<file path="src/rtl/core/rgb_convolution_3x3_assert.svh">
// Assertion macros shared by the convolution block.
`ifndef RGB_CONVOLUTION_3X3_ASSERT_SVH
`define RGB_CONVOLUTION_3X3_ASSERT_SVH

// The consequent must hold in the same cycle as the antecedent.
`define RGBC_ASSERT_IMPL(label, clk, rst_n, ante, cons) \
    label: assert property (@(posedge clk) disable iff (!rst_n) (ante) |-> (cons)) \
        else $error("rgb_convolution_3x3 assertion failed");

// The consequent must hold in the cycle after the antecedent.
`define RGBC_ASSERT_NEXT(label, clk, rst_n, ante, cons) \
    label: assert property (@(posedge clk) disable iff (!rst_n) (ante) |=> (cons)) \
        else $error("rgb_convolution_3x3 assertion failed");

`endif

</file>
<file path="src/rtl/core/rgbc_pkg.sv">
// Package with types, constants and helpers of the convolution block.
package rgbc_pkg;

    localparam int MAX_WIDTH      = 2048;
    localparam int MAX_HEIGHT     = 4096;
    localparam int COEF_FRAC_BITS = 8;

    localparam int COL_W  = $clog2(MAX_WIDTH);
    localparam int WID_W  = 12;
    localparam int HGT_W  = 13;
    localparam int ROW_W  = HGT_W;
    localparam int POS_W  = 24;
    localparam int CFG_W  = 48;
    localparam int IDX_W  = 3;

    localparam int OPQ_DEPTH  = 4;
    localparam int OPQ_AW     = $clog2(OPQ_DEPTH);
    localparam int OUTQ_DEPTH = 8;
    localparam int OUTQ_AW    = $clog2(OUTQ_DEPTH);
    localparam int CRED_W     = $clog2(OUTQ_DEPTH + 1);

    localparam int PROD_W = 25;
    localparam int RSUM_W = 27;
    localparam int SUM_W  = 29;

    typedef enum logic [IDX_W-1:0] {
        CFG_WIDTH  = 3'd0,
        CFG_HEIGHT = 3'd1,
        CFG_K_TOP  = 3'd2,
        CFG_K_MID  = 3'd3,
        CFG_K_BOT  = 3'd4
    } t_cfg_idx;

    typedef logic [23:0] t_pix;

    typedef struct packed {
        logic       is_drain;
        logic [7:0] red_in;
        logic [7:0] green_in;
        logic [7:0] blue_in;
    } t_in_item;

    typedef struct packed {
        logic [7:0] red_out;
        logic [7:0] green_out;
        logic [7:0] blue_out;
        logic       end_of_frame;
    } t_out_item;

    typedef struct packed {
        t_pix             px;
        logic [COL_W-1:0] addr;
        logic             emit;
        logic             top;
        logic             bot;
        logic             left;
        logic             right;
        logic             eof;
    } t_op;

    typedef struct packed {
        logic extra;
        logic pos_zero;
    } t_front_stat;

    typedef struct packed {
        logic [CRED_W-1:0] credit;
    } t_back_stat;

    function automatic logic [7:0] clamp_sum(input logic signed [SUM_W-1:0] s);
        logic [7:0] r;
        if (s[SUM_W-1]) begin
            r = 8'd0;
        end else if (|s[SUM_W-2:COEF_FRAC_BITS+8]) begin
            r = 8'd255;
        end else begin
            r = s[COEF_FRAC_BITS +: 8];
        end
        return r;
    endfunction

endpackage

</file>
<file path="src/rtl/core/rgbc_opq.sv">
// Short queue of classified positions between the front and back ends.
module rgbc_opq import rgbc_pkg::*; (
    input  logic i_clk,
    input  logic i_rst_n,
    input  logic i_push,
    input  t_op  i_op,
    output logic o_full,
    input  logic i_pop,
    output logic o_empty,
    output t_op  o_head
);

    t_op                r_mem [OPQ_DEPTH];
    logic [OPQ_AW-1:0]  r_wr, r_rd;
    logic [OPQ_AW:0]    r_cnt, n_cnt;
    logic               do_push, do_pop;

    assign o_full  = r_cnt == (OPQ_AW+1)'(OPQ_DEPTH);
    assign o_empty = r_cnt == '0;
    assign do_push = i_push && !o_full;
    assign do_pop  = i_pop && !o_empty;
    assign o_head  = r_mem[r_rd];

    always_comb begin
        n_cnt = r_cnt;
        if (do_push && !do_pop) begin
            n_cnt = r_cnt + (OPQ_AW+1)'(1);
        end else if (!do_push && do_pop) begin
            n_cnt = r_cnt - (OPQ_AW+1)'(1);
        end
    end

    always_ff @(posedge i_clk) begin
        if (do_push) begin
            r_mem[r_wr] <= i_op;
        end
    end

    always_ff @(posedge i_clk) begin
        if (!i_rst_n) begin
            r_wr  <= '0;
            r_rd  <= '0;
            r_cnt <= '0;
        end else begin
            r_cnt <= n_cnt;
            if (do_push) begin
                r_wr <= r_wr + OPQ_AW'(1);
            end
            if (do_pop) begin
                r_rd <= r_rd + OPQ_AW'(1);
            end
        end
    end

endmodule

</file>
<file path="config.mk">
export PLATFORM = sky130hd
export DESIGN_NAME = rgbc_opq
export DESIGN_NICKNAME = d
export VERILOG_FILES = /design/src/rtl/core/rgb_convolution_3x3_assert.svh /design/src/rtl/core/rgbc_pkg.sv /design/src/rtl/core/rgbc_opq.sv
export SDC_FILE = /design/constraint.sdc
export NUM_CORES = 1
export LEC_CHECK = 0
export BUFFER_PORTS_ARGS = -buffer_cell sky130_fd_sc_hd__buf_4
export CORE_AREA = 2 2 101 141
export DETAILED_ROUTE_END_ITERATION = 7
export DIE_AREA = 0 0 103 143
export PLACE_DENSITY = 0.71
export SLEW_MARGIN = 40
export SYNTH_ARGS = -nofsm -noshare
export SYNTH_HDL_FRONTEND = slang
export SYNTH_SLANG_ARGS = --single-unit
</file>
<file path="constraint.sdc">
create_clock -name i_clk -period 2.8 [get_ports i_clk]
set_input_delay 0.42 -clock i_clk [delete_from_list [all_inputs] [get_ports i_clk]]
set_output_delay 0.42 -clock i_clk [all_outputs]
set_load 0.01 [all_outputs]
</file>
Word-level counts from Yosys, hierarchy flattened --
Memories as Yosys holds them, arrays and structs flattened. A register that Yosys moved wholly into a read port is not among the register bits. Cells that the tools add are included.
Storage, ports and cells: bits in writable memories 164, memories kept 1, logic and storage cells 25, latch bits 0, output and inout bits 43, ROM bits 0, bits in registers 7
Memory list:
- r_mem | words 4, width 41, rd ports 1, clocked after memory_dff 1, write ports 1, line rgbc_opq.sv:13 | t_op r_mem [OPQ_DEPTH];
Cells by class: shifts and indexed selects 0, equal/unequal tests 1, multiplexer cells 6, divide/modulo/power cells 0, reductions and logical operators 10, bitwise gates (word level) 0, $lt $le $gt $ge 0, multipliers 0, add/sub/neg operators 4
Operators by type and width (count):
- $mux 3 | 2
- $add 2x1->2 const B | 2
- $logic_and 1x1->1 | 4
- $logic_not 1->1 | 4
- $mux 2 | 2
- $add 3x1->3 const B | 1
- $eq 3x3->1 const B | 1
- $logic_not 3->1 | 1
- $sub 3x1->3 const B | 1
- $mux 1 | 2
- $reduce_bool 2->1 | 1

Longest topological paths before layout --
Gate-level depths: netlist of the first run.
depth in word-level cells 7, depth in mapped cells 9, depth with buffers taken out 8

Worst setup path before layout of the first run --
OpenSTA, ideal clock, no wires.
path type reg-to-reg, start point register r_cnt[0], end point memory r_mem[0][0] (netlist name) (enable), setup time 0.402 ns, period minus slack after synthesis 2.233 ns, stages on the path, launching flop included 5, slack 0.567 ns, arrival 1.830 ns, path through dfxtp_1 > nor3b_2 > nor2b_1 > buf_6 > and2_1
On the way: word-level cells in the longest chain between the ends 5
RTL lines:
- start, declared | line rgbc_opq.sv:15 | logic [OPQ_AW:0] r_cnt, n_cnt;
- start signal, assigned | line rgbc_opq.sv:45 | r_cnt <= n_cnt;
- $eq 3x3->1 | line rgbc_opq.sv:18 | assign o_full = r_cnt == (OPQ_AW+1)'(OPQ_DEPTH);
- named net o_full | line rgbc_opq.sv:7 | output logic o_full,
- $logic_not 1->1 | line rgbc_opq.sv:20 | assign do_push = i_push && !o_full;
- $logic_and 1x1->1 | line rgbc_opq.sv:20
- named net do_push | line rgbc_opq.sv:16 | logic do_push, do_pop;
- $mux 1 | line rgbc_opq.sv:34 | if (do_push) begin
- $mux 1 (implied by the code) | line rgbc_opq.sv:35 | r_mem[r_wr] <= i_op;
- end, declared | line rgbc_opq.sv:13
The timed path passes the listed nets, and every way through them passes these cells.

==> flow_summary_export.csv, run 1 <==
group,metric,value,unit
outcome,outcome,"completed",
yosys,synth_common_cells,"164 x edfxtp_1, 40 x mux4_2, 9 x dfxtp_1",
timing,tns,0,ps
finish,nNetsFinal,418,
floorplanning,io_pins,88,
routing,routed_via_density,5.203,
setup_path,rr_worst_depth,9,
clock_tree,postCtsSetupRepairBufs,0,
routing,drt_iter0_markers,168,
clock_tree,cts_made_buffers,17,
yosys,syn_inst,263,
clock_tree,clockRootBuffer,"clkbuf_16",
flow_run,cap_violations,0,
global_routing,grt_max_degree,42,
routing,dr_wl_met3,442,um
finish,multi_input_area,1215,sq um
clock_tree,clock_latency,410,ps
placed_design,gp_congestion,0.7190,
timing,rsz0062_at_grt,"no",
timing,slew_violations,0,
setup_path,required,2380,ps
power_and_ir_drop,ir_drop,578.5,uV
global_routing,groute.usage.overall,15.57,%
finish,area_growth,23.86,%
yosys,syn_nets,314,
floorplanning,initial_utilization,48.22,%
floorplanning,core-area,13390,sq um
floorplanning,fp.dieH,143,um
routing,wl_met2,5.815,mm
yosys,yosysUniqueCellTypes,25,
yosys,synth_edf_count,164,
placed_design,io_buffers,87,
floorplanning,fp.dieW,103,um
routing,vias,2924,
min_path,min_to,"r_mem[1][39]",
yosys,synth.most_common_cell,"edfxtp_1",
setup_path,criticalPathCategory,"reg2out",
yosys,synthTopCellsByArea,"edfxtp_1 76%, mux4_2 14%, dfxtp_1 2.8%",
timing,min_period,2385,ps
min_path,worstHoldStart,"i_op[39]",
clock_tree,path_clk_slew,70,ps
yosys,synth_ff_type,"edfxtp_1",
finish,nFillCells,988,
min_path,hold_class,"in2reg",
placed_design,placed_cells,530,
finish,seq_area,5110,sq um
yosys,synthArstFlopShare,0,%
routing,first_pass_iters,4,
yosys,netlist.top_cell.by_area,"edfxtp_1",
floorplanning,fp.dieArea,14730,sq um
setup_path,endpoint_kind,"primary output",
clock_tree,cts_resized,0,
routing,drt_wl_total,10.67,mm
yosys,yosys_warnings,0,
clock_tree,htree_num_levels,4,
setup_path,worstReg2RegStart,"r_cnt[0]",
yosys,postSynthRegisterBits,173,
routing,ant_nets,0,
min_path,hold_depth,1,
routing,met1Wirelength,4.144,mm
timing,final_hold_viol_count,0,
timing,fmax,419.3,MHz
clock_tree,clockBufferDepth,2,
global_routing,grt_pass1_wl,16.50,mm
setup_path,reg2reg_slack,570,ps
floorplanning,rows,50,
finish,drive_above_1_share,46.32,%
clock_tree,numClockSinks,173,
global_routing,grt_pass1_vias,3139,
timing,setup_violations,0,
yosys,synth_top_area_share,76.28,%
timing,worst_pin_slew,550.7,ps
setup_path,worst_setup_path_start_kind,"flop",
yosys,syn_area,6456,sq um
routing,wire_per_inst,18.98,um
timing,max_slew_margin,63.29,%
global_routing,antenna_found_initial,0,
timing,finalClockSkew,4.463,ps
finish,stdcell_count,562,
setup_path,reg2reg_to,"r_cnt[2]",
global_routing,overflow,0,
routing,route.detailed.drc,0,
power_and_ir_drop,leakagePower,2.719,nW
timing,fin_crit_sh,85.18,%
setup_path,path_max_fanout,18,
routing,routed.top_layer,"met4",
yosys,ys_seq_area_share,79.07,%
power_and_ir_drop,p_per_area,943.8,nW/um^2
finish,antenna_cells,0,
yosys,avgSynthCellArea,24.55,sq um
setup_path,cp.arrival,1970,ps
clock_tree,holdBufCountCts,0,
clock_tree,cts_tree,"yes",
placed_design,place_hpwl,6.267,mm
-- through the flow --
stage | power, mW | utilization (%) | area [sq um] | hold slack, ps | setup WS (ps)
3_3_place_gp | 5.117 | 54.93 | 7355 | 479.7 | 726.3
4_1_cts | 7.657 | 59.73 | 7996 | 180.3 | 343.7
2_1_floorplan | 4.460 | - | 6456 | 467.7 | 567.4
6_report | 7.547 | 59.73 | 7996 | 204.1 | 414.9
3_5_place_dp | 5.147 | 54.93 | 7355 | 525.2 | 602.5
5_1_grt | 7.872 | 59.73 | 7996 | 184.1 | 283.1
-- cells in the final DEF (no fill, tap or decap), types with 4 or more instances in the layout --
cell type   count
edfxtp_1      164
buf_4          92
mux4_2         40
clkbuf_16      17
dfxtp_1         7
ha_1            5
buf_12          5
and2_2          4
and2_1          4
nand2_1         4
bufinv_16       4
clkinvlp_4      4
-- kinds of logic after synthesis --
kind of cell | synth area share [%]
mux | 14.83
compound gates | 0.5232
simple gates | 1.570
xor+xnor | 0.5427
buf+inv | 2.190
flops | 79.07
fa+ha+maj | 1.279
-- power by group --
part           internal, mW  total, mW  leakage [nW]  switching (mW)
sequential             3.15       3.30          1.58           0.155
clock                  1.55       2.50         0.300           0.945
combinational         0.987       1.75         0.841           0.762
-- worst max path at each step --
stage                     slack, ps     endpoint  startpoint
after floorplan                 570  r_mem[0][0]    r_cnt[0]
after global placement          730     r_cnt[2]    r_cnt[0]
after detailed placement        600     r_cnt[2]    r_cnt[0]
after CTS                       340   o_head[36]        flop
after global routing            280   o_head[36]        flop
final                           410   o_head[36]        flop
-- cell type report --
| type | instances | area share, % |
|---|---|---|
| Multi-Input combinational cell | 75 | 15.19 |
| Timing Repair Buffer | 97 | 9.889 |
| Clock inverter | 12 | 2.316 |
| Clock buffer | 20 | 5.711 |
| Tap cell | 182 | 2.848 |
| Inverter | 3 | 0.1408 |
| Sequential cell | 173 | 63.90 |
-- sequential cells by signal, summed over array words and instances (netlist names), named ones only --
signal  count
r_wr        2
r_cnt       3
r_rd        2
r_mem     164
-- routing by layer --
metal	GRT usage (%)	vias to the layer above
met5	0	-
met4	6.371	0
met3	5.042	17
met2	26.66	77
met1	17.86	1526
li1	-	1304
-- worst max-delay path, cell delays in order (launching register included) --
cell	delay (ps)
dfxtp_4	590
buf_4	280
mux4_2	520
buf_4	170
No activity file was read; power rests on OpenSTA's default activity.
==> run 2, diff against run 1 <==
CORE_AREA = 2 2 127 179   (was 2 2 101 141)
DIE_AREA = 0 0 129 181   (was 0 0 103 143)
PLACE_DENSITY = 0.5   (was 0.71)
==> run 2 against run 1 <==
Clock skew grew 5.7 ps. Routed wire length up 9.9%. Largest cell class unchanged. Via count fell by 1.2%. Register-to-register slack got worse by 20 ps. Sequential share of layout area fell by 0.74 points. Sequential cell count is the same. Critical endpoint is now o_head[32]. Cell area grew 1.2%. Global-route usage decreased by 4.7 points.
==> flow_summary_export.csv, run 2 (synthesized netlist as in run 1, its figures left out) <==
group,metric,value,unit
global_routing,grt_max_degree,42,
clock_tree,clockBufferDepth,2,
routing,routed_via_density,4.269,
power_and_ir_drop,p_per_area,924.9,nW/um^2
power_and_ir_drop,p_int,5.622,mW
finish,largestRegisters,"r_mem (164), r_cnt (3)",
floorplanning,fp.dieArea,23350,sq um
setup_path,path_max_fanout,20,
clock_tree,cts_resized,0,
routing,drt_iter0_markers,166,
floorplanning,fp.dieH,181,um
routing,vias,2890,
clock_tree,cts_tree,"yes",
floorplanning,rows,64,
setup_path,worst_setup_path_start_kind,"flop",
clock_tree,postCtsSetupRepairBufs,0,
finish,largest_reg_flops,164,
setup_path,crit_family,"flip-flops",
timing,setup_slack,349.0,ps
placed_design,gp_congestion,0.7026,
power_and_ir_drop,leakagePower,2.701,nW
floorplanning,core-area,21700,sq um
timing,tns,0,ps
power_and_ir_drop,pwr-share-seq,44.2,%
setup_path,criticalPathCategory,"reg2out",
finish,nFillCells,1975,
timing,worst_pin_slew,436.4,ps
placed_design,dp_slack,534.6,ps
timing,final_hold_viol_count,0,
timing,min_period,2451,ps
clock_tree,clockRootBuffer,"clkbuf_16",
min_path,hold_class,"in2reg",
floorplanning,initial_utilization,29.75,%
finish,layout_commonest_cell,"edfxtp_1",
setup_path,required,2380,ps
placed_design,place_hpwl,7.056,mm
finish,final_core_util,37.28,%
timing,setup_violations,0,
setup_path,cpPeakStageDelay,620,ps
setup_path,cp_common_cell,"buf_4",
routing,drt_wl_total,11.73,mm
routing,first_pass_iters,4,
global_routing,grt_pass1_wl,18.21,mm
power_and_ir_drop,ir_drop,386.5,uV
setup_path,endpoint_kind,"primary output",
placed_design,postPlaceCellArea,7486,sq um
clock_tree,holdBufCountCts,0,
clock_tree,clock_latency,430,ps
clock_tree,htree_num_levels,4,
finish,drive_above_1_share,44.74,%
finish,antenna_cells,0,
timing,fmax,408.0,MHz
clock_tree,cts_made_buffers,17,
floorplanning,io_pins,88,
power_and_ir_drop,p_sw,1.861,mW
timing,fin_crit_sh,87.54,%
placed_design,io_buffers,87,
power_and_ir_drop,clockPowerShare,32.2,%
flow_run,cap_violations,0,
timing,max_slew_margin,70.91,%
routing,ant_nets,0,
finish,layout_common_cells,"164 x edfxtp_1, 93 x buf_4, 40 x mux4_2, 17 x clkbuf_16, 7 x dfxtp_1",
global_routing,grt_pass1_vias,3233,
floorplanning,fp.dieW,129,um
clock_tree,numClockSinks,173,
routing,wire_per_inst,17.32,um
power_and_ir_drop,swShare,24.87,%
finish,design_area,8090,sq um
setup_path,path_cells,"buf_4 -> mux4_2 -> buf_4",
setup_path,cp_num_buf_inv,2,
setup_path,cp.arrival,2030,ps
timing,finalClockSkew,10.15,ps
finish,max_flop_register,"r_mem",
timing,rsz0062_at_grt,"no",
routing,route.detailed.drc,0,
outcome,outcome,"completed",
timing,slew_violations,0,
power_and_ir_drop,p_comb_share,23.5,%
global_routing,antenna_found_initial,0,
global_routing,groute.usage.overall,10.92,%
finish,area_growth,25.31,%
global_routing,overflow,0,
clock_tree,path_clk_slew,70,ps
setup_path,crit_slowest_cell,"dfxtp_4",
finish,nNetsFinal,418,
## run 2: cell types whose count changed in the layout (fill, tap and decap cells not counted), sizes merged
cell,change
clkbuf,+1
clkinvlp,-2
clkinv,+2
inv,-1
## run 2: path summary, 6_finish.rpt
| kind | slack (ps) | cells past startpoint | start | to |
|---|---|---|---|---|
| worst max register to register | 550 | 9 | r_cnt[0] | r_cnt[2] |
| worst min register to register | 500 | 2 | r_wr[0] | r_wr[0] |
| worst max-delay path | 350 | 3 | flop | o_head[32] |
| worst min-delay path | 190 | 1 | i_op[34] | r_mem[3][34] |
## run 2: power by group through the flow
stage               clock network [mW]  logic (mW)  registers (mW)
CTS                               2.49        1.82            3.33
global placement                     0        1.80            3.36
detailed placement                   0        1.81            3.38
global route                      2.59        1.91            3.35
floorplan                            0        1.19            3.27
finish                            2.41        1.76            3.31
## run 2: layer usage
layer | vias up | GRT usage [%] | part of all wire (%) | wire length, um
li1 | 1308 | - | - | -
met1 | 1495 | 12.30 | 40 | 4735
met2 | 73 | 18.12 | 52 | 6101
met3 | 14 | 4.205 | 5.6 | 655
met4 | 0 | 5.087 | 2.0 | 233
met5 | - | 0 | 0 | 0
## run 2: stage by stage
stage | total power [mW] | hold slack [ps] | std cells
2_1_floorplan | 4.460 | 467.7 | 263
3_3_place_gp | 5.162 | 479.8 | 645
3_5_place_dp | 5.193 | 501.6 | 645
4_1_cts | 7.635 | 162.4 | 677
5_1_grt | 7.856 | 164.2 | 677
6_report | 7.483 | 192.0 | 677
## run 2: worst register-to-register path: cells and delay by family (launching register included)
| kind | cells | cell delay [ps] |
|---|---|---|
| AO/OA/AOI/OAI | 1 | 190 |
| XOR/XNOR | 1 | 180 |
| adder cells (fa/ha/maj) | 2 | 570 |
| buffers and inverters | 2 | 220 |
| flip-flops | 1 | 480 |
| AND/OR/NAND/NOR | 3 | 520 |
## run 2: area by class of cell
cell class / count / area (sq um) / area share, %
sequential: 173 / 5110 / 63.16
inverter: 3 / 11.26 / 0.1392
clock inverter: 11 / 163.9 / 2.026
multi-input combinational: 75 / 1215 / 15.02
clock buffer: 21 / 440.4 / 5.444
timing repair buffer: 97 / 778.2 / 9.620
tap: 297 / 371.6 / 4.593
