### src/rtl/core/rgb_convolution_3x3_assert.svh
// Assertion macros shared by the convolution block.
`ifndef RGB_CONVOLUTION_3X3_ASSERT_SVH
`define RGB_CONVOLUTION_3X3_ASSERT_SVH

// The consequent must hold in the same cycle as the antecedent.
`define RGBC_ASSERT_IMPL(label, clk, rst_n, ante, cons) \
    label: assert property (@(posedge clk) disable iff (!rst_n) (ante) |-> (cons)) \
        else $error("rgb_convolution_3x3 assertion failed");

// The consequent must hold in the cycle after the antecedent.
`define RGBC_ASSERT_NEXT(label, clk, rst_n, ante, cons) \
    label: assert property (@(posedge clk) disable iff (!rst_n) (ante) |=> (cons)) \
        else $error("rgb_convolution_3x3 assertion failed");

`endif

### src/rtl/core/rgbc_pkg.sv
// Package with types, constants and helpers of the convolution block.
package rgbc_pkg;

    localparam int MAX_WIDTH      = 2048;
    localparam int MAX_HEIGHT     = 4096;
    localparam int COEF_FRAC_BITS = 8;

    localparam int COL_W  = $clog2(MAX_WIDTH);
    localparam int WID_W  = 12;
    localparam int HGT_W  = 13;
    localparam int ROW_W  = HGT_W;
    localparam int POS_W  = 24;
    localparam int CFG_W  = 48;
    localparam int IDX_W  = 3;

    localparam int OPQ_DEPTH  = 4;
    localparam int OPQ_AW     = $clog2(OPQ_DEPTH);
    localparam int OUTQ_DEPTH = 8;
    localparam int OUTQ_AW    = $clog2(OUTQ_DEPTH);
    localparam int CRED_W     = $clog2(OUTQ_DEPTH + 1);

    localparam int PROD_W = 25;
    localparam int RSUM_W = 27;
    localparam int SUM_W  = 29;

    typedef enum logic [IDX_W-1:0] {
        CFG_WIDTH  = 3'd0,
        CFG_HEIGHT = 3'd1,
        CFG_K_TOP  = 3'd2,
        CFG_K_MID  = 3'd3,
        CFG_K_BOT  = 3'd4
    } t_cfg_idx;

    typedef logic [23:0] t_pix;

    typedef struct packed {
        logic       is_drain;
        logic [7:0] red_in;
        logic [7:0] green_in;
        logic [7:0] blue_in;
    } t_in_item;

    typedef struct packed {
        logic [7:0] red_out;
        logic [7:0] green_out;
        logic [7:0] blue_out;
        logic       end_of_frame;
    } t_out_item;

    typedef struct packed {
        t_pix             px;
        logic [COL_W-1:0] addr;
        logic             emit;
        logic             top;
        logic             bot;
        logic             left;
        logic             right;
        logic             eof;
    } t_op;

    typedef struct packed {
        logic extra;
        logic pos_zero;
    } t_front_stat;

    typedef struct packed {
        logic [CRED_W-1:0] credit;
    } t_back_stat;

    function automatic logic [7:0] clamp_sum(input logic signed [SUM_W-1:0] s);
        logic [7:0] r;
        if (s[SUM_W-1]) begin
            r = 8'd0;
        end else if (|s[SUM_W-2:COEF_FRAC_BITS+8]) begin
            r = 8'd255;
        end else begin
            r = s[COEF_FRAC_BITS +: 8];
        end
        return r;
    endfunction

endpackage

### src/rtl/core/rgbc_front.sv
// Front end: accepts items, tracks stream position and classifies each position.
module rgbc_front import rgbc_pkg::*; (
    input  logic             i_clk,
    input  logic             i_rst_n,
    input  logic             push,
    output logic             full,
    input  t_in_item         i_item,
    input  logic [WID_W-1:0] i_width,
    input  logic [HGT_W-1:0] i_height,
    input  logic             i_restart,
    input  logic             i_q_full,
    output logic             o_q_push,
    output t_op              o_q_op,
    output t_front_stat      o_stat
);

    logic [COL_W-1:0] r_col, n_col;
    logic [ROW_W-1:0] r_row, n_row;
    logic [POS_W-1:0] r_pos, n_pos;
    logic [COL_W-1:0] r_ocol, n_ocol;
    logic [ROW_W-1:0] r_orow, n_orow;
    logic             r_extra, n_extra;

    logic [WID_W-1:0] w;
    logic [HGT_W-1:0] h;
    logic             frame_in, accept, is_pos, emit, right, bot;

    always_comb begin
        if (i_width == '0) begin
            w = WID_W'(1);
        end else if (i_width > WID_W'(MAX_WIDTH)) begin
            w = WID_W'(MAX_WIDTH);
        end else begin
            w = i_width;
        end
        if (i_height == '0) begin
            h = HGT_W'(1);
        end else if (i_height > HGT_W'(MAX_HEIGHT)) begin
            h = HGT_W'(MAX_HEIGHT);
        end else begin
            h = i_height;
        end
    end

    assign frame_in = r_row >= h;
    assign full     = r_extra || i_q_full;
    assign accept   = push && !full;
    assign is_pos   = (accept && (i_item.is_drain ? frame_in : !frame_in))
                      || (r_extra && !i_q_full);
    assign emit     = r_pos >= (POS_W'(w) + POS_W'(1));
    assign right    = (WID_W'(r_ocol) + WID_W'(1)) >= w;
    assign bot      = (r_orow + ROW_W'(1)) >= h;

    always_comb begin
        o_q_push     = is_pos && !i_restart;
        o_q_op.px    = (r_extra || i_item.is_drain) ? '0
                       : {i_item.red_in, i_item.green_in, i_item.blue_in};
        o_q_op.addr  = r_col;
        o_q_op.emit  = emit;
        o_q_op.top   = r_orow == '0;
        o_q_op.bot   = bot;
        o_q_op.left  = r_ocol == '0;
        o_q_op.right = right;
        o_q_op.eof   = bot && right;
    end

    always_comb begin
        n_col   = r_col;
        n_row   = r_row;
        n_pos   = r_pos;
        n_ocol  = r_ocol;
        n_orow  = r_orow;
        n_extra = r_extra;
        if (i_restart) begin
            n_col   = '0;
            n_row   = '0;
            n_pos   = '0;
            n_ocol  = '0;
            n_orow  = '0;
            n_extra = 1'b0;
        end else if (is_pos) begin
            if (r_extra) begin
                n_extra = 1'b0;
            end else if (i_item.is_drain && !emit) begin
                // A drain that releases nothing processes a second position.
                n_extra = 1'b1;
            end
            n_pos = r_pos + POS_W'(1);
            if ((WID_W'(r_col) + WID_W'(1)) >= w) begin
                n_col = '0;
                n_row = r_row + ROW_W'(1);
            end else begin
                n_col = r_col + COL_W'(1);
            end
            if (emit) begin
                if (bot && right) begin
                    n_col  = '0;
                    n_row  = '0;
                    n_pos  = '0;
                    n_ocol = '0;
                    n_orow = '0;
                end else if (right) begin
                    n_ocol = '0;
                    n_orow = r_orow + ROW_W'(1);
                end else begin
                    n_ocol = r_ocol + COL_W'(1);
                end
            end
        end
    end

    always_ff @(posedge i_clk) begin
        if (!i_rst_n) begin
            r_col   <= '0;
            r_row   <= '0;
            r_pos   <= '0;
            r_ocol  <= '0;
            r_orow  <= '0;
            r_extra <= 1'b0;
        end else begin
            r_col   <= n_col;
            r_row   <= n_row;
            r_pos   <= n_pos;
            r_ocol  <= n_ocol;
            r_orow  <= n_orow;
            r_extra <= n_extra;
        end
    end

    assign o_stat.extra    = r_extra;
    assign o_stat.pos_zero = r_pos == '0;

endmodule

### config.mk
export PLATFORM = sky130hd
export DESIGN_NAME = rgbc_front
export DESIGN_NICKNAME = d
export VERILOG_FILES = /design/src/rtl/core/rgb_convolution_3x3_assert.svh /design/src/rtl/core/rgbc_pkg.sv /design/src/rtl/core/rgbc_front.sv
export SDC_FILE = /design/constraint.sdc
export NUM_CORES = 1
export LEC_CHECK = 0
export BUFFER_PORTS_ARGS = -buffer_cell sky130_fd_sc_hd__buf_4
export CAP_MARGIN = 20
export CORE_MARGIN = 8
export CORE_UTILIZATION = 40
export CTS_BUF_LIST = sky130_fd_sc_hd__clkbuf_8
export CTS_CLUSTER_DIAMETER = 30
export DETAILED_ROUTE_END_ITERATION = 7
export PLACE_DENSITY = 0.65
export SYNTH_ARGS = -nofsm -noshare
export SYNTH_HDL_FRONTEND = slang
export SYNTH_SLANG_ARGS = --single-unit
### constraint.sdc
create_clock -name i_clk -period 8.5 [get_ports i_clk]
set_clock_uncertainty 0.2 [all_clocks]
set_input_delay 2.55 -clock i_clk [delete_from_list [all_inputs] [get_ports i_clk]]
set_output_delay 2.55 -clock i_clk [all_outputs]
set_load 0.02 [all_outputs]
After elaboration in Yosys (flattened, before gate mapping)

Index checks and enable logic that the tools add are counted.

Muxes and demuxes: 20
Bitwise operators: 1
$lt $le $gt $ge: 7
Reductions and logical operators: 23
Add/sub/neg operators: 8

Operator list:

| operator              | count |
|---|---|
| $mux 13               | 7 |
| $mux 24               | 3 |
| $mux 11               | 5 |
| $add 13x1->13 const B | 2 |
| $ge 13x13->1          | 2 |
| $logic_not 13->1      | 2 |
| $add 11x1->12 const B | 2 |
| $add 24x1->24 const B | 1 |
| $ge 12x12->1          | 2 |
| $ge 24x13->1          | 1 |
| $logic_not 24->1      | 1 |
| $mux 12               | 2 |
| $add 11x1->11 const B | 2 |
| $add 12x1->13 const B | 1 |
| $gt 13x13->1 const B  | 1 |
| $gt 12x12->1 const B  | 1 |
| $logic_not 12->1      | 1 |
| $logic_not 11->1      | 1 |
| $logic_and 1x1->1     | 6 |
| $logic_not 1->1       | 5 |
| $logic_or 1x1->1      | 3 |
| $mux 1                | 3 |
| $reduce_and 3->1      | 1 |
| $reduce_and 2->1      | 1 |
| 3 further kinds       | 3 |

Register bits: 73
Output and inout port bits: 45
Logic and storage cells: 65
Bits of input ports: 55

Logic depth before layout (Yosys ltp)

Gate-level depths: netlist of the first run.

Word-level depth: 9
Gate-level depth with buffers: 20
Gate-level depth less buffers: 17

Worst setup path after synthesis of the first run

No wires, ideal clock.

Path type: input to output
From: input i_width[3]
To: output o_q_op[5] in the netlist's numbering
Stages: 15
Path buffers: 2
Required time: 5.750 ns
Path slack: 0.662 ns
Arrival time: 5.088 ns
Cells stage by stage: nor4_1 nand3_1 a21oi_1 ha_1 nand2_1 or3_1 xnor2_1 ha_1 nand4_1 nor3_1 nand3_1 and3_1 buf_6 clkinv_2 buf_4

Word-level cells in the longest chain between the ends: 5
Elaborated cells between the ends (all ways): 6
Those cells by class: 1 x add/sub; 2 x order compare; 2 x mux; 1 x reduce/logical

RTL lines:

| item               | RTL line         | source |
|---|---|---|
| start: declaration | rgbc_front.sv:8  | `input logic [WID_W-1:0] i_width,` |
| $gt 12x12->1       | rgbc_front.sv:31 | `end else if (i_width > WID_W'(MAX_WIDTH)) begin` |
| $mux 12            | rgbc_front.sv:31 |  |
| $mux 12 *          | rgbc_front.sv:29 | `if (i_width == '0) begin` |
| $add 12x1->13 *    | rgbc_front.sv:50 | `assign emit = r_pos >= (POS_W'(w) + POS_W'(1));` |
| $ge 24x13->1 *     | rgbc_front.sv:50 |  |
| end: declaration   | rgbc_front.sv:13 | `output t_op o_q_op,` |

Every way passes the cells marked *; elsewhere a longest branch is shown, timed or not.

==> impl_metrics.ini, run 1 <==
[run_status]
status = completed

[run]
drv_cap = 0

[power]
net-switching-power_mw = 0.217
internal-power_mw = 0.565
power.clock.fraction_pct = 41.9
vdd_ir_drop_max_mv = 0.0806
powerDensity_nw_per_um2 = 110
leakagePower_nw = 2.88
switching_share_pct = 27.8
pwr-share-seq_pct = 43.8
comb_power_share_pct = 14.3
power_mw = 0.782

[yosys]
synthArstFlopShare_pct = 0
synth_cell_types = 67
avgSynthCellArea_um2 = 8.03
synth_seq_cells = 73
syn_area_um2 = 6020
synth_fp_nets = 877
synth_edf_count = 0
netlist_instances = 750
ys_seq_area_share_pct = 24.3
synthFlopType = dfxtp_1
synth_warnings = 0

[placement]
numPortBuffers = 99
post-place-ws_ns = 0.291
numPlacedInstances = 1012
post-dp-hpwl_um = 12700
post_dp_cell_area_um2 = 6880
finalWeightedCongestion = 0.845

[final_layout]
antenna_cells = 0
drive_gt1_share_pct = 17.6
syn_to_final_growth_pct = 18.3
stdcell_count = 1029
nNetsFinal = 963
nFillCells = 1528
final_util_pct = 47.5
fin_area_um2 = 7120

[worst_setup_path]
critPathMaxFanout = 5
cp_num_buf_inv = 3
cpPeakStageDelay_ns = 0.33
critPathKind = input port to output pin
reg2reg_to = r_col[0]
cp_top_family = simple AND/OR/NAND/NOR gates
cpMaxStageDelayCell = or3_1
worstReg2RegStart = r_orow[0]
cp.arrival_ns = 5.36
end_kind = output pin
start_kind = input port
crit_chain = buf_4 -> nor4_1 -> nand3_1 -> a21oi_1 -> ha_1 -> nand2_1 -> or3_1 -> xnor2_1 -> ha_1 -> nand4_1 -> nor3_1 -> nand3_1 -> and3_2 -> clkinv_2 -> buf_4
crit_required_ns = 5.75
reg2regPathDepth = 14
worst-r2r-setup-slack_ns = 4.38

[detailed_routing]
drt_iter0_drc = 430
route.detailed.drc = 0
routed-via-count = 5695
drt-wirelength-per-cell_um = 15.9
finalWirelength_um = 16400
first_pass_iters = 5
viasPerCell = 5.53
ant_nets = 0

[clocking]
cts_buffer_depth = 2
cts_sinks = 73
clkSlewWorstSetupHoldPaths_ns = 0.08
clk_latency_ns = 0.38
cts_hold_buf = 0
tritoncts = built
htreeDepth = 3
numCtsBuffers = 9
cts-root-buf = clkbuf_8

[die]
pin_count = 100
die_h_um = 139
core_um2 = 15000
start_util_pct = 40.2
die_area_um2 = 19200
die_w_um = 139
std_cell_rows = 45

[sta]
period_minus_slack_ns = 8.11
relSlewSlack_pct = 34.8
rsz0062_at_grt = false
setup_ws_ns = 0.390
holdWs_ns = 0.296
setup_viol = 0
hold_viol = 0
worst_pin_slew_ns = 0.974
drv_slew = 0
fmax_mhz = 123
period_share_pct = 95.4
tns_ns = 0

[hold_path]
worstHoldPathCells = 2
hold_path_class = flip-flop to flip-flop
min_from = r_ocol[1]
whs_endpoint = r_ocol[1]

[global_routing]
grt_max_degree = 33
first_global_vias = 5445
grt_use_total_pct = 17.1
antenna_found_initial = 0
grt_overflow = 0
grt_pass1_wl_um = 27300
==> state kept, by name (all words and copies together), names as in the netlist <==
register and cells:
r_pos 24, r_orow 13, r_row 13, r_col 11, r_ocol 11, r_extra 1
==> routing by layer <==
metal	part of all wire (%)	vias to the layer above	GRT usage, %
met5	0	-	0
met4	1.8	0	6.07
met3	6.9	16	4.96
met2	43	177	26.0
met1	48	2612	22.5
li1	-	2890	-
==> cell families (layout without fill, tap and decap cells) <==
kind of cell / Yosys count / after routing / synth area share, %
AND/OR/NAND/NOR: 311 / 311 / 27.0
AO/OA/AOI/OAI: 159 / 159 / 18.1
multiplexers: 10 / 10 / 1.73
XOR/XNOR: 62 / 62 / 9.02
buffers and inverters: 62 / 153 / 4.86
adder cells (fa/ha/maj): 72 / 72 / 15.0
flip-flops: 73 / 73 / 24.3
other: 1 / 1 / 0.0623
==> cells in the final DEF (no fill, tap or decap), types with 4 or more instances in the layout <==
| master | count |
|---|---|
| buf_4 | 107 |
| dfxtp_1 | 73 |
| ha_1 | 72 |
| nor2_1 | 68 |
| nand2_1 | 67 |
| a21oi_1 | 52 |
| xnor2_1 | 45 |
| nand3_1 | 44 |
| and2_1 | 29 |
| inv_1 | 26 |
| o21ai_0 | 20 |
| and3_1 | 18 |
| xor2_1 | 17 |
| nor4_1 | 15 |
| a211oi_1 | 15 |
| nor2b_1 | 14 |
| a2111oi_0 | 12 |
| a22o_1 | 11 |
| clkbuf_8 | 10 |
| o21ai_1 | 9 |
| nor3_1 | 8 |
| nand4_1 | 8 |
| nand2b_1 | 7 |
| or4_1 | 7 |
| mux2i_1 | 7 |
| o31ai_1 | 7 |
| or3_1 | 4 |
| o211ai_1 | 4 |
| a21o_1 | 4 |
| nand4b_1 | 4 |
| o41ai_1 | 4 |
==> how the worst max path moves through the flow <==
stage,slack (ns),endpoint,cells after the start,start
global route,0.06,o_q_op[5],16,i_width[3]
detailed placement,0.29,o_q_op[5],16,i_width[3]
finish,0.39,o_q_op[5],15,i_width[3]
global placement,0.34,o_q_op[5],16,i_width[0]
floorplan,0.66,o_q_op[5],15,i_width[3]
CTS,0.28,o_q_op[5],16,i_width[3]
==> tightest hold or removal path: stages (launching register included) <==
cell	delay, ns
dfxtp_1	0.34
nand2_1	0.06
a21oi_1	0.05
==> what timing repair did <==
item | CTS | global route
setup buffers | 0 | 0
gates resized for setup | 0 | 1
endpoints found under the hold margin | 0 | 0
endpoints found under the setup margin | 0 | 1
==> cell usage after synthesis, types with 8 or more instances <==
library cell,count,share of area (%)
xor2_1,17,2.5
o21ai_1,9,0.75
a211oi_1,15,1.9
o21ai_0,20,1.7
dfxtp_1,73,24
nor2b_1,14,1.5
ha_1,72,15
nand3_1,44,3.7
and2_1,29,3.0
a22o_1,11,1.6
buf_2,9,0.75
inv_1,26,1.6
clkbuf_1,12,0.75
a2111oi_0,12,1.7
nor2_1,68,4.2
nor4_1,15,1.6
xnor2_1,45,6.5
a21oi_1,52,4.3
nor3_1,8,0.67
and3_1,19,2.0
nand2_1,67,4.2
nand4_1,8,0.83
==> power by group through the flow <==
stage                     Combinational, mW  Clock (mW)  Sequential [mW]
final                                 0.112       0.327            0.343
after global routing                  0.124       0.347            0.343
after CTS                             0.113       0.334            0.343
after detailed placement              0.112           0            0.351
after global placement                0.112           0            0.351
after floorplan                      0.0624           0            0.351
==> layout make-up <==
class | instances | area (um^2) | area share (%)
Tap cell | 188 | 235 | 3.30
Timing Repair Buffer | 108 | 818 | 11.5
Sequential cell | 73 | 1460 | 20.5
Inverter | 29 | 110 | 1.55
Multi-Input combinational cell | 615 | 4270 | 59.9
Clock inverter | 6 | 91.3 | 1.28
Clock buffer | 10 | 138 | 1.93
Note: power is estimated with default switching activity, not from simulation.
==> inputs of run 2 (changes only) <==
Settings changed: REMOVE_ABC_BUFFERS set to 1.
==> run 2 against run 1 <==
Effect of this change: final area is 0.14% lower; sequential share of layout area is essentially flat; clock power down 5%; worst hold slack better by 0.0012 ns; critical path depth stayed put; sequential power barely moved; cell count about the same; register-to-register slack got worse by 0.21 ns; critical endpoint unchanged; largest power group unchanged.
==> impl_metrics.ini, run 2 (same netlist as run 1, synthesis figures left out) <==
[final_layout]
antenna_cells = 0
regMostFlops = r_pos
largest_reg_flops = 24
top_regs = r_pos: 24 flops, r_orow: 13 flops, r_row: 13 flops
final_common_cell = buf_4
drive_gt1_share_pct = 17.7
nFillCells = 1488
syn_to_final_growth_pct = 18.1
stdcell_count = 1030
nNetsFinal = 964
final_util_pct = 47.5
layout_common_cells = 109 x buf_4, 73 x dfxtp_1, 72 x ha_1
fin_area_um2 = 7110

[sta]
period_minus_slack_ns = 8.12
fmax_mhz = 123
worst_pin_slew_ns = 0.768
rsz0062_at_grt = false
holdWs_ns = 0.298
hold_viol = 0
tns_ns = 0
relSlewSlack_pct = 48.6
setup_viol = 0
drv_slew = 0
period_share_pct = 95.6
setup_ws_ns = 0.375

[die]
die_w_um = 139
die_area_um2 = 19200
die_h_um = 139
core_um2 = 15000
std_cell_rows = 45
pin_count = 100
start_util_pct = 40.2

[global_routing]
grt_use_total_pct = 16.9
grt_overflow = 0
grt_max_degree = 33
first_global_vias = 5427
grt_pass1_wl_um = 27100
antenna_found_initial = 0

[hold_path]
hold_path_class = flip-flop to flip-flop

[run_status]
status = completed

[placement]
post-place-ws_ns = 0.280
numPlacedInstances = 1013
finalWeightedCongestion = 0.855
post_dp_cell_area_um2 = 6880
post-dp-hpwl_um = 12800
numPortBuffers = 99

[worst_setup_path]
start_kind = input port
cpMaxStageDelayCell = or3_1
cpPeakStageDelay_ns = 0.33
critPathKind = input port to output pin
critPathMaxFanout = 5
end_kind = output pin
cp.arrival_ns = 5.37
crit_required_ns = 5.75
crit_chain = buf_4 -> nor4_1 -> nand3_1 -> a21oi_1 -> ha_1 -> nand2_1 -> or3_1 -> xnor2_1 -> ha_1 -> nand4_1 -> nor3_1 -> nand3_1 -> and3_2 -> clkinv_2 -> buf_4

[clocking]
cts_buffer_depth = 2
tritoncts = built
htreeDepth = 3
postCtsSetupRepairBufs = 0
clkSlewWorstSetupHoldPaths_ns = 0.07
numCtsBuffers = 9
cts-root-buf = clkbuf_8
cts_sinks = 73
clk_latency_ns = 0.37

[detailed_routing]
drt_iter0_drc = 361
first_pass_iters = 5
routed-via-count = 5663
viasPerCell = 5.50
ant_nets = 0
drt-wirelength-per-cell_um = 15.9
finalWirelength_um = 16400
route.detailed.drc = 0

[run]
drv_cap = 0

[power]
leakagePower_nw = 2.88
power_mw = 0.766
vdd_ir_drop_max_mv = 0.0742
powerDensity_nw_per_um2 = 108
==> run 2: cell count changes in the layout (fill, tap and decap cells not counted) <==
cell,delta
clkinvlp_4,-2
clkbuf_8,-1
clkinv_2,+2
buf_4,+2
clkinv_4,+1
buf_8,-1
==> run 2: final timing paths <==
path                            cells after the start         to  slack [ns]       start
worst max-delay path                               15  o_q_op[5]        0.38  i_width[3]
worst min-delay path                                2  r_ocol[1]        0.30   r_ocol[1]
worst max register to register                     15  r_pos[11]        4.17   r_orow[0]
worst min register to register                      2  r_ocol[1]        0.30   r_ocol[1]
==> run 2: repair_timing <==
| item | in CTS | in global routing |
|---|---|---|
| endpoints found under the setup margin | 0 | 1 |
| gates resized for setup | 0 | 1 |
| hold buffers | 0 | 0 |
==> run 2: layer usage <==
metal / part of all wire [%] / vias to the layer above / global-route usage (%)
met5: 0 / - / 0
met4: 1.2 / 0 / 4.51
met3: 4.6 / 19 / 3.20
met2: 48 / 134 / 28.5
met1: 46 / 2615 / 21.5
li1: - / 2895 / -
==> run 2: report_power, final <==
group	leakage (nW)	total, mW	switching, mW	internal [mW]
Combinational	2.19	0.113	0.0630	0.0496
Clock	0.109	0.311	0.146	0.165
Sequential	0.588	0.343	0.000689	0.342
Total	2.88	0.766	0.210	0.557
==> run 2: final cells by class <==
| type | count | area (um^2) | area share (%) |
|---|---|---|---|
| timing repair buffer | 109 | 818 | 11.5 |
| sequential | 73 | 1460 | 20.6 |
| clock buffer | 9 | 124 | 1.74 |
| tap | 188 | 235 | 3.31 |
| multi-input combinational | 615 | 4270 | 60.0 |
| inverter | 29 | 110 | 1.55 |
| clock inverter | 7 | 95.1 | 1.34 |
==> run 2: worst max-delay path: cells and delay by family <==
family	cells	cell delay (ns)
AND/OR/NAND/NOR	8	1.49
adder cells (fa/ha/maj)	2	0.55
AO/OA/AOI/OAI	1	0.21
buffers and inverters	3	0.42
XOR/XNOR	1	0.13
